==> config.mk <==
export PLATFORM = sky130hd
export DESIGN_NAME = modular_inverse_ext_euclid_top_flat
export DESIGN_NICKNAME = d
export VERILOG_FILES = /design/src/hdl/mie_pkg.sv /design/src/hdl/mie_in_if.sv /design/src/hdl/mie_out_if.sv /design/src/hdl/mie_dpath.sv /design/src/hdl/mie_ctrl.sv /design/src/hdl/modular_inverse_ext_euclid_top.sv /design/src/flat_wrapper.sv
export SDC_FILE = /design/constraint.sdc
export NUM_CORES = 1
export LEC_CHECK = 0
export ABC_CLOCK_PERIOD_IN_PS = 10200
export BUFFER_PORTS_ARGS = -buffer_cell sky130_fd_sc_hd__buf_2
export CORE_ASPECT_RATIO = 0.5
export CORE_MARGIN = 1.5
export CORE_UTILIZATION = 40
export DETAILED_ROUTE_END_ITERATION = 7
export GPL_TIMING_DRIVEN = 0
export PLACE_DENSITY = 0.64
export SLEW_MARGIN = 20
export SYNTH_ARGS = -nofsm -noshare
export SYNTH_HDL_FRONTEND = slang
export SYNTH_SLANG_ARGS = --single-unit
==> constraint.sdc <==
create_clock -name clk -period 10.2 [get_ports clk]
set_input_delay 0.51 -clock clk [delete_from_list [all_inputs] [get_ports clk]]
set_output_delay 0.51 -clock clk [all_outputs]
set_load 0.02 [all_outputs]
==> src/hdl/mie_pkg.sv <==
// Shared constants and controller/datapath handshake types for the modular inverse block.
`timescale 1ns / 1ps
package mie_pkg;

  localparam int unsigned WIDTH_DEF = 32;

  // Commands from the controller to the datapath
  typedef struct packed {
    logic load;       // capture value and modulus, seed the recurrence
    logic div_init;   // start a quotient/remainder pass on r0 / r1
    logic div_step;   // one restoring-division bit
    logic update;     // shift the recurrence by one Euclid step
    logic reduce;     // fold the coefficient below the modulus
    logic finish;     // apply the sign and write the result registers
  } mie_cmd_t;

  // Status from the datapath to the controller
  typedef struct packed {
    logic r1_zero;    // divisor of the next step is zero: recurrence done
    logic div_last;   // current division bit is the last one
  } mie_sts_t;

endpackage

==> src/hdl/mie_in_if.sv <==
// Input channel: value and modulus with a valid/ready handshake.
`timescale 1ns / 1ps
interface mie_in_if #(
  parameter int unsigned WIDTH = 32
);
  logic             valid;
  logic             ready;
  logic [WIDTH-1:0] value;
  logic [WIDTH-1:0] modulus;

  modport source (output valid, output value, output modulus, input ready);
  modport sink   (input valid, input value, input modulus, output ready);
endinterface

==> src/hdl/mie_out_if.sv <==
// Result channel: inverse, exists flag and gcd with a valid/ready handshake.
`timescale 1ns / 1ps
interface mie_out_if #(
  parameter int unsigned WIDTH = 32
);
  logic             valid;
  logic             ready;
  logic [WIDTH-1:0] inverse;
  logic             exists;
  logic [WIDTH-1:0] divisor;

  modport source (output valid, output inverse, output exists, output divisor, input ready);
  modport sink   (input valid, input inverse, input exists, input divisor, output ready);
endinterface

==> src/hdl/mie_dpath.sv <==
// Datapath: Euclid recurrence registers, serial divider with shift-add coefficient update.
`timescale 1ns / 1ps
module mie_dpath #(
  parameter int unsigned WIDTH = 32
) (
  input  logic               clk,
  input  mie_pkg::mie_cmd_t  cmd,
  output mie_pkg::mie_sts_t  sts,
  input  logic [WIDTH-1:0]   value,
  input  logic [WIDTH-1:0]   modulus,
  output logic [WIDTH-1:0]   inverse,
  output logic               exists,
  output logic [WIDTH-1:0]   divisor
);
  import mie_pkg::*;

  localparam int unsigned CW = (WIDTH > 1) ? $clog2(WIDTH) : 1;

  logic [WIDTH-1:0] r0_r, r1_r, u0_r, u1_r, mod_r;
  logic [WIDTH-1:0] rem_r, shf_r, acc_r, red_r;
  logic             par_r;
  logic [CW-1:0]    cnt_r;
  logic [WIDTH-1:0] inv_r, div_r;
  logic             ok_r;

  logic [WIDTH:0]   trial;
  logic [WIDTH:0]   diff;
  logic             ge;
  logic [WIDTH-1:0] rem_nxt;
  logic [WIDTH-1:0] acc_nxt;
  logic             ok;
  logic [WIDTH-1:0] red_nxt;
  logic [WIDTH-1:0] inv_nxt;

  // One restoring-division bit; the quotient bit feeds the coefficient product
  always_comb begin
    trial   = {rem_r, shf_r[WIDTH-1]};
    diff    = trial - {1'b0, r1_r};
    ge      = ~diff[WIDTH];
    rem_nxt = ge ? diff[WIDTH-1:0] : trial[WIDTH-1:0];
    acc_nxt = {acc_r[WIDTH-2:0], 1'b0} + (ge ? u1_r : '0);
  end

  always_comb begin
    ok      = (mod_r != '0) && (r0_r == WIDTH'(1));
    red_nxt = (u0_r >= mod_r) ? (u0_r - mod_r) : u0_r;
    if (!ok) begin
      inv_nxt = '0;
    end else if (par_r && (red_r != '0)) begin
      inv_nxt = mod_r - red_r;
    end else begin
      inv_nxt = red_r;
    end
  end

  always_ff @(posedge clk) begin
    if (cmd.load) begin
      r0_r  <= value;
      r1_r  <= modulus;
      mod_r <= modulus;
      u0_r  <= WIDTH'(1);
      u1_r  <= '0;
      par_r <= 1'b0;
    end
    if (cmd.div_init) begin
      shf_r <= r0_r;
      rem_r <= '0;
      acc_r <= '0;
      cnt_r <= CW'(WIDTH - 1);
    end
    if (cmd.div_step) begin
      shf_r <= {shf_r[WIDTH-2:0], 1'b0};
      rem_r <= rem_nxt;
      acc_r <= acc_nxt;
      cnt_r <= cnt_r - CW'(1);
    end
    if (cmd.update) begin
      r0_r  <= r1_r;
      r1_r  <= rem_r;
      u0_r  <= u1_r;
      u1_r  <= acc_r + u0_r;
      par_r <= ~par_r;
    end
    if (cmd.reduce) begin
      red_r <= red_nxt;
    end
    if (cmd.finish) begin
      inv_r <= inv_nxt;
      ok_r  <= ok;
      div_r <= r0_r;
    end
  end

  assign sts.r1_zero  = (r1_r == '0);
  assign sts.div_last = (cnt_r == '0);

  assign inverse = inv_r;
  assign exists  = ok_r;
  assign divisor = div_r;

endmodule

==> src/hdl/mie_ctrl.sv <==
// Controller: sequences load, division passes, recurrence updates and result hand-off.
`timescale 1ns / 1ps
module mie_ctrl (
  input  logic               clk,
  input  logic               rst_n,
  input  logic               in_valid,
  output logic               in_ready,
  output logic               out_valid,
  input  logic               out_ready,
  input  mie_pkg::mie_sts_t  sts,
  output mie_pkg::mie_cmd_t  cmd
);
  import mie_pkg::*;

  typedef enum logic [2:0] {
    ST_IDLE,
    ST_TEST,
    ST_DIV,
    ST_UPD,
    ST_RED,
    ST_FIN
  } state_t;

  state_t state_r;
  logic   in_ready_r;
  logic   out_valid_r;
  logic   fin_go;

  // Result register is free when empty or being drained this cycle
  assign fin_go = (state_r == ST_FIN) && (!out_valid_r || out_ready);

  always_comb begin
    cmd          = '0;
    cmd.load     = in_valid && in_ready;
    cmd.div_init = (state_r == ST_TEST) && !sts.r1_zero;
    cmd.div_step = (state_r == ST_DIV);
    cmd.update   = (state_r == ST_UPD);
    cmd.reduce   = (state_r == ST_RED);
    cmd.finish   = fin_go;
  end

  always_ff @(posedge clk) begin
    if (!rst_n) begin
      state_r     <= ST_IDLE;
      in_ready_r  <= 1'b1;
      out_valid_r <= 1'b0;
    end else begin
      // Drop valid once the word is taken, unless a new one moves in at the same edge
      if (out_valid_r && out_ready && !fin_go) begin
        out_valid_r <= 1'b0;
      end
      case (state_r)
        ST_IDLE: begin
          if (in_valid && in_ready_r) begin
            in_ready_r <= 1'b0;
            state_r    <= ST_TEST;
          end
        end
        ST_TEST: begin
          state_r <= sts.r1_zero ? ST_RED : ST_DIV;
        end
        ST_DIV: begin
          if (sts.div_last) begin
            state_r <= ST_UPD;
          end
        end
        ST_UPD: begin
          state_r <= ST_TEST;
        end
        ST_RED: begin
          state_r <= ST_FIN;
        end
        ST_FIN: begin
          if (fin_go) begin
            out_valid_r <= 1'b1;
            in_ready_r  <= 1'b1;
            state_r     <= ST_IDLE;
          end
        end
        default: begin
          state_r    <= ST_IDLE;
          in_ready_r <= 1'b1;
        end
      endcase
    end
  end

  // Hold ready low while reset is asserted so no word is taken and lost
  assign in_ready  = in_ready_r && rst_n;
  assign out_valid = out_valid_r;

endmodule

==> src/hdl/modular_inverse_ext_euclid_top.sv <==
// Top level of the modular inverse block: extended Euclid with a serial divider.
`timescale 1ns / 1ps
// Takes one word of (value, modulus) and returns one word of (inverse, exists, divisor).
// divisor is gcd(value, modulus); when it is 1 and the modulus is nonzero, exists is set
// and inverse is the inverse of value in 0 .. modulus-1, else inverse is 0. The block
// works on one word at a time. Each Euclid step runs a restoring division of WIDTH
// quotient bits, then an update and a test. The number of Euclid steps is at most
// about 1.44*WIDTH+2, and the serial divider sets how long an item takes. A finished
// word waits in the result register while the next word is accepted and worked on;
// only the hand-off into that register stalls on out_ready.
module modular_inverse_ext_euclid_top #(
  parameter int unsigned WIDTH = mie_pkg::WIDTH_DEF
) (
  input  logic       clk,
  input  logic       rst_n,
  mie_in_if.sink     in_ch,
  mie_out_if.source  out_ch
);
  import mie_pkg::*;

  mie_cmd_t cmd;
  mie_sts_t sts;

  // Sequencing: load, test, divide, update, reduce, finish
  mie_ctrl u_ctrl (
    .clk       (clk),
    .rst_n     (rst_n),
    .in_valid  (in_ch.valid),
    .in_ready  (in_ch.ready),
    .out_valid (out_ch.valid),
    .out_ready (out_ch.ready),
    .sts       (sts),
    .cmd       (cmd)
  );

  // Remainders, Bezout coefficient magnitude and sign parity, result registers
  mie_dpath #(
    .WIDTH (WIDTH)
  ) u_dpath (
    .clk     (clk),
    .cmd     (cmd),
    .sts     (sts),
    .value   (in_ch.value),
    .modulus (in_ch.modulus),
    .inverse (out_ch.inverse),
    .exists  (out_ch.exists),
    .divisor (out_ch.divisor)
  );

  // Hold off a second word until the current one is finished
  a_one_at_a_time: assert property (@(posedge clk) disable iff (!rst_n)
    in_ch.valid && in_ch.ready |=> !in_ch.ready)
    else $error("input accepted while a word is still in work");

  // An inverse only exists for a unit gcd
  a_exists_gcd: assert property (@(posedge clk) disable iff (!rst_n)
    out_ch.valid && out_ch.exists |-> out_ch.divisor == WIDTH'(1))
    else $error("exists set with gcd other than one");

  // No inverse: the field reads zero
  a_no_inv_zero: assert property (@(posedge clk) disable iff (!rst_n)
    out_ch.valid && !out_ch.exists |-> out_ch.inverse == '0)
    else $error("inverse nonzero without exists");

endmodule

==> src/flat_wrapper.sv <==
// flat-port wrapper written by rule: the top's interface ports become plain ports
module modular_inverse_ext_euclid_top_flat import mie_pkg::*;
#(
  parameter int unsigned WIDTH = mie_pkg::WIDTH_DEF
)
  (clk, rst_n, in_ch_valid, in_ch_value, in_ch_modulus, in_ch_ready, out_ch_valid, out_ch_inverse, out_ch_exists, out_ch_divisor, out_ch_ready);
  mie_in_if #(.WIDTH(WIDTH)) in_ch_i ();
  mie_out_if #(.WIDTH(WIDTH)) out_ch_i ();
  input  logic clk;
  input  logic rst_n;
  input wire logic [$bits(in_ch_i.valid)-1:0] in_ch_valid;
  input wire logic [$bits(in_ch_i.value)-1:0] in_ch_value;
  input wire logic [$bits(in_ch_i.modulus)-1:0] in_ch_modulus;
  output wire logic [$bits(in_ch_i.ready)-1:0] in_ch_ready;
  output wire logic [$bits(out_ch_i.valid)-1:0] out_ch_valid;
  output wire logic [$bits(out_ch_i.inverse)-1:0] out_ch_inverse;
  output wire logic [$bits(out_ch_i.exists)-1:0] out_ch_exists;
  output wire logic [$bits(out_ch_i.divisor)-1:0] out_ch_divisor;
  input wire logic [$bits(out_ch_i.ready)-1:0] out_ch_ready;
  assign in_ch_i.valid = in_ch_valid;
  assign in_ch_i.value = in_ch_value;
  assign in_ch_i.modulus = in_ch_modulus;
  assign in_ch_ready = in_ch_i.ready;
  assign out_ch_valid = out_ch_i.valid;
  assign out_ch_inverse = out_ch_i.inverse;
  assign out_ch_exists = out_ch_i.exists;
  assign out_ch_divisor = out_ch_i.divisor;
  assign out_ch_i.ready = out_ch_ready;
  modular_inverse_ext_euclid_top #(.WIDTH(WIDTH)) u_core (.clk(clk), .rst_n(rst_n), .in_ch(in_ch_i), .out_ch(out_ch_i));
endmodule
# Word level (Yosys, flattened, before mapping)
# Cells that the tools add are included.
[word_totals] input_bits=68 wordCells=91 out_inout_bits=67 ff_bits=364
[op_classes] eq_ne=9 n_mux=32 reduce_logical=23 addsub=6 n_bitwise=2 order_cmp=1
[ops] cell="two-way mux 32 bit" count=17
[ops] cell="adder 32 bit" count=2
[ops] cell="nonzero test 32 bit" count=2
[ops] cell="subtractor 32 bit" count=2
[ops] cell="subtractor 33 x 32 -> 33 bit" count=1
[ops] cell="equality test 32 x 1 -> 1 bit, second input constant" count=1
[ops] cell="greater-or-equal comparator 32 bit" count=1
[ops] cell="zero test 32 bit" count=1
[ops] cell="case mux 3 bit (6 select lines)" count=1
[ops] cell="two-way mux 3 bit" count=4
[ops] cell="two-way mux 5 bit" count=2
[ops] cell="logical AND 1 bit" count=9
[ops] cell="two-way mux 1 bit" count=7
[ops] cell="equality test 3 x 2 -> 1 bit, second input constant" count=2
[ops] cell="equality test 3 bit, second input constant" count=2
[ops] cell="!= test 2 bit, second input constant" count=3
[ops] cell="AND reduction 3 bit" count=2
[ops] cell="zero test 5 bit" count=1
[ops] cell="subtractor 5 x 1 -> 5 bit, second input constant" count=1
[ops] cell="nonzero test 2 bit" count=2
[ops] cell="OR reduction 4 bit" count=1
[ops] cell="equality test 3 x 1 -> 1 bit, second input constant" count=1
[ops] cell="zero test 1 bit" count=3
[ops] cell="zero test 3 bit" count=1
[ops] cell="other kinds (3)" count=4

# Logic depth before layout (Yosys ltp)
[depth] word_depth=8 mapped_depth=23 ltp_nobuf=22

# By module
# Synthesis repeated with hierarchy kept, for this count alone.
[hier_totals] hier_cells=2084 hier_area_um2=22353.9
[by_module_without_submodules] module="mie_dpath" cells_per_inst=2050 area_per_inst_um2=22057.4 seq_area_each_um2=10770.3 instances=1
[by_module_without_submodules] module="mie_ctrl" cells_per_inst=34 area_per_inst_um2=296.5 seq_area_each_um2=100.1 instances=1

# Worst setup path before layout
# Ideal clock, no wire load.
[synth_timing] path_kind="reg-to-reg" from="reg u_core.u_dpath.rem_r[3]" to="reg u_core.u_dpath.acc_r[31], data pin" path_stages_with_launch=22 setup_slack_ps=4929 setup_ps=271 n_path_buf=1 period_less_slack_ps=5271 t_required_ps=9929 arrival_time_ps=5000 cell_sequence="edfxtp_1 ha_1 a2111oi_2 and2b_1 a21boi_1 o2111ai_2 nand3_2 a31oi_4 xnor2_2 buf_2 and2_1 ha_1 fa_1 a211o_1 a21oi_1 a211o_1 a31oi_1 a211oi_1 nor4b_1 o32ai_1 nand3_1 nor3b_1"
[synth_via] elab_chain_cells=4
[synth_lines] element="from (decl)" line="mie_dpath.sv:20" source="logic [WIDTH-1:0] rem_r, shf_r, acc_r, red_r;"
[synth_lines] element="from (signal assigned)" line="mie_dpath.sv:73" source="rem_r <= rem_nxt;"
[synth_lines] element="subtractor 33 x 32 -> 33 bit" line="mie_dpath.sv:38" source="diff = trial - {1'b0, r1_r};"
[synth_lines] element="two-way mux 32 bit" line="mie_dpath.sv:41" source="acc_nxt = {acc_r[WIDTH-2:0], 1'b0} + (ge ? u1_r : '0);"
[synth_lines] element="adder 32 bit" line="mie_dpath.sv:41"
[synth_lines] element="two-way mux 32 bit" line="mie_dpath.sv:71" source="if (cmd.div_step) begin"
[synth_lines] element="to (signal assigned)" line="mie_dpath.sv:74" source="acc_r <= acc_nxt;"
[synth_lines] element="to (decl)" line="mie_dpath.sv:20"
# No other way between the ends.
# A chain may end at the register's enable or synchronous reset.

# Worst setup path in the final report
[layout_timing] from="reg u_core.u_dpath.shf_r[31]" to="reg u_core.u_dpath.acc_r[31], data pin"
[layout_via] elab_chain_cells=4
[layout_lines] element="from (decl)" line="mie_dpath.sv:20"
[layout_lines] element="from (signal assigned)" line="mie_dpath.sv:66" source="shf_r <= r0_r;"
[layout_lines] element="from (signal assigned)" line="mie_dpath.sv:72" source="shf_r <= {shf_r[WIDTH-2:0], 1'b0};"
[layout_lines] element="subtractor 33 x 32 -> 33 bit" line="mie_dpath.sv:38"
[layout_lines] element="two-way mux 32 bit" line="mie_dpath.sv:41"
[layout_lines] element="adder 32 bit" line="mie_dpath.sv:41"
[layout_lines] element="two-way mux 32 bit" line="mie_dpath.sv:71"
# No other way between the ends.

==> results.toml <==
[cts]
cts_setup_buffers = 0
htreeDepth = 2
clk_latency_ns = 0.56
ctsRootBufferMaster = "clkbuf_16"
cts_hold_buffers = 0
clk_pin_slew_ns = 0.07
numCtsBuffers = 37
post_cts_resize_count = 0
cts_tree = "done"
clock_sinks = 364
clockBufferDepth = 3

[floorplanning]
die-area_sq_um = 58930
fp.dieH_um = 172.4
rows = 61
core_area_sq_um = 56100
ios = 135
die_x_um = 341.8
start_util = 0.4093

[sta]
fin_skew_ns = 0.02157
rsz0062_at_grt = "false"
finalHoldViolCount = 0
min_period_ns = 7.629
slew_headroom = 0.2134
final.setup.tns_ns = 0
final_max_slew_viol_count = 0
period_share = 0.7479
setup_viol = 0
worst_slew_pin_slew_ns = 1.180
fmax_ghz = 0.1311

[finish]
final_util = 0.4630
design_area_sq_um = 25970
syn_to_final_growth_pct = 13.13
layout.cells.most_common = "edfxtp_1"
final_cell_mix = "edfxtp_1 (358), nand2_1 (283), a21oi_1 (173)"
nets = 2675
final_layout_size_suffix_gt1_frac = 0.1076

[min_path]
hp-class = "in2reg"
min_path_cells = 1

[pwr]
max-vdd-ir-drop_uv = 110.3
finalPower_mw = 4.133
power_density_nw_per_um2 = 159.1
leakagePower_nw = 10.62

[placement]
globalplace.congestion = 0.9451
dpl-instance-area_sq_um = 24780
hpwl_mm = 50.47
portBuffers = 134

[drt]
drt-total-wl_mm = 65.65
drt-wirelength-per-cell_um = 20.30
viasPerCell = 5.540
drc = 0
detail-route-antenna-nets = 1
vias = 17920
drt_iter0_drc = 1632
first_pass_iters = 6

[logic_synthesis]
ys_seq_area_frac = 0.4735
synth-async-reset-ratio = 0
syn-num-nets = 2492
synth_seq_cells = 364
syn-instance-count = 2262
ys.warnings.count = 0
synth.cell_area_sq_um = 22960
synth_edf_count = 358
ys_dominant_reg_cell = "edfxtp_1"
avgSynthCellArea_sq_um = 10.15
ys_types = 80

[setup_path]
worstPathRequired_ns = 10.51
crit_cells = 22
cp_top_family = "compound AO/OA/AOI/OAI gates"
critical_path.max_stage_delay_ns = 0.94
cp-endpoint = "u_core.u_dpath.acc_r[31]"
crit_start = "u_core.u_dpath.shf_r[31]"
path_buf_inv = 2
crit_chain = "inv_1 -> ha_1 -> fa_1 -> nor2b_1 -> o211ai_1 -> a21boi_1 -> o2111ai_2 -> nand3_2 -> a31oi_4 -> xnor2_2 -> buf_2 -> and2_1 -> ha_1 -> a211o_1 -> a21oi_1 -> a211o_1 -> a31oi_1 -> a211oi_1 -> nor4b_1 -> o32ai_1 -> a21oi_1 -> nor3b_1"
path_class = "reg2reg"
worstPathMaxFanout = 10
rr_endpoint = "u_core.u_dpath.acc_r[31]"
cpMaxStageDelayCell = "o32ai_1"
reg2reg_slack_ns = 2.57
startpoint_type = "flip-flop"
rr_worst_depth = 22
reg2reg_from = "u_core.u_dpath.shf_r[31]"
arrival_ns = 7.94
endpoint_kind = "flip-flop"

[grt]
grt_start_max_net_pins = 54
grt_pass1_vias = 17160
grt_overflow = 0
busiest_layer = "met2"
met1_usage = 0.3003
grt_use_met2 = 0.3579
grt_pass1_wl_mm = 98.64
grt_usage = 0.2192
antenna_found_initial = 2
grt_use_met3 = 0.04189

[run]
maxCapViolations = 0

[run_status]
violations = "antenna violations"
outcome = "finished, violations left"
## area by class of cell
class / count / area (sq um)
antenna: 5 / 12.51
buffer: 79 / 335.3
clock buffer: 51 / 998.5
clock inverter: 16 / 183.9
fill: 5271 / 30120
inverter: 152 / 570.5
multi-input combinational: 1667 / 11210
sequential: 364 / 10870
tap: 756 / 945.9
timing repair buffer: 144 / 848.3
## sequential cells by signal, summed over array words and instances (netlist names), 3 cells and up
| name | count |
|---|---|
| u_core.u_dpath.acc_r | 32 |
| u_core.u_ctrl.state_r | 3 |
| u_core.u_dpath.mod_r | 32 |
| u_core.u_dpath.cnt_r | 5 |
| u_core.u_dpath.r1_r | 32 |
| u_core.u_dpath.u0_r | 32 |
| u_core.u_dpath.inverse | 32 |
| u_core.u_dpath.red_r | 32 |
| u_core.u_dpath.u1_r | 32 |
| u_core.u_dpath.shf_r | 32 |
| u_core.u_dpath.r0_r | 32 |
| u_core.u_dpath.divisor | 32 |
| u_core.u_dpath.rem_r | 32 |
## layer usage
| layer | share of wire | vias to the layer above | wire, um |
|---|---|---|---|
| met5 | 0 | - | 0 |
| met2 | 0.45 | 493 | 29500 |
| met3 | 0.065 | 84 | 4287 |
| met1 | 0.46 | 8578 | 30500 |
| li1 | - | 8760 | - |
| met4 | 0.021 | 0 | 1353 |
## worst reg2reg max path: cells and delay by family, from the launching register on
kind,cells,cell delay (ns)
AOI/OAI and AO/OA,11,3.50
buffers and inverters,2,0.55
DFF,1,0.50
xor gates and xnor gates,1,0.85
adders and majority gates,3,0.89
and+or+nand+nor,5,1.09
## report_power, final
| group | total (mW) | leakage, nW | switching, mW | internal (mW) |
|---|---|---|---|---|
| combinational | 0.940 | 6.72 | 0.568 | 0.372 |
| clock | 1.38 | 0.574 | 0.608 | 0.768 |
| sequential | 1.82 | 3.32 | 0.0691 | 1.75 |
## through the flow
| step | hold slack (ns) | setup slack, ns | cells |
|---|---|---|---|
| floorplan | 0.4411 | 4.929 | 2262 |
| global placement | 0.4793 | 2.844 | 3152 |
| global route | 0.1369 | 2.186 | 3229 |
| detailed placement | 0.4849 | 2.793 | 3162 |
| finish | 0.1515 | 2.571 | 3234 |
| CTS | 0.1243 | 2.687 | 3229 |
## synthesized netlist by cell type, types with 8 or more instances
master	number	area share
o21ai_0	114	0.025
or3_1	9	0.0025
nand3_1	42	0.0092
xor2_1	49	0.019
o211ai_1	11	0.0036
o21bai_1	20	0.0065
nor3_1	36	0.0078
mux2_4	28	0.018
mux2i_1	8	0.0035
nor2_1	136	0.022
nand4_1	24	0.0065
ha_1	157	0.086
nor4_1	36	0.0098
o21a_1	26	0.0085
a21o_1	87	0.028
a21oi_1	173	0.038
xnor2_1	65	0.025
inv_1	152	0.025
and3_1	57	0.016
clkbuf_1	69	0.011
or2_2	8	0.0022
edfxtp_1	358	0.47
a22o_1	33	0.013
nand2b_1	19	0.0052
a211oi_1	19	0.0062
a31oi_1	21	0.0057
and2_1	46	0.013
nor2b_1	22	0.0060
nand2_1	283	0.046
## cell families (layout without fill, tap and decap cells)
group / after synthesis / after routing / synth area share
buffers and inverters: 231 / 442 / 0.03946
AND/OR/NAND/NOR: 749 / 749 / 0.1566
adder cells (fa/ha/maj): 162 / 162 / 0.08992
AO/OA/AOI/OAI: 602 / 602 / 0.1724
multiplexers: 38 / 38 / 0.02278
XOR/XNOR: 116 / 116 / 0.04540
flip-flops: 364 / 364 / 0.4735
other: 0 / 5 / 0
## worst min-delay path by stage
stage | startpoint | endpoint | slack [ns]
after floorplan | u_core.u_dpath.r0_r[0] | u_core.u_dpath.divisor[0] | 0.44
after global placement | u_core.u_dpath.r0_r[24] | u_core.u_dpath.divisor[24] | 0.48
after detailed placement | u_core.u_dpath.r0_r[3] | u_core.u_dpath.divisor[3] | 0.48
after CTS | in_ch_modulus[3] | u_core.u_dpath.mod_r[3] | 0.12
after global routing | in_ch_modulus[3] | u_core.u_dpath.mod_r[3] | 0.14
final | in_ch_modulus[3] | u_core.u_dpath.mod_r[3] | 0.15
Power figures use the tool's default switching activity.
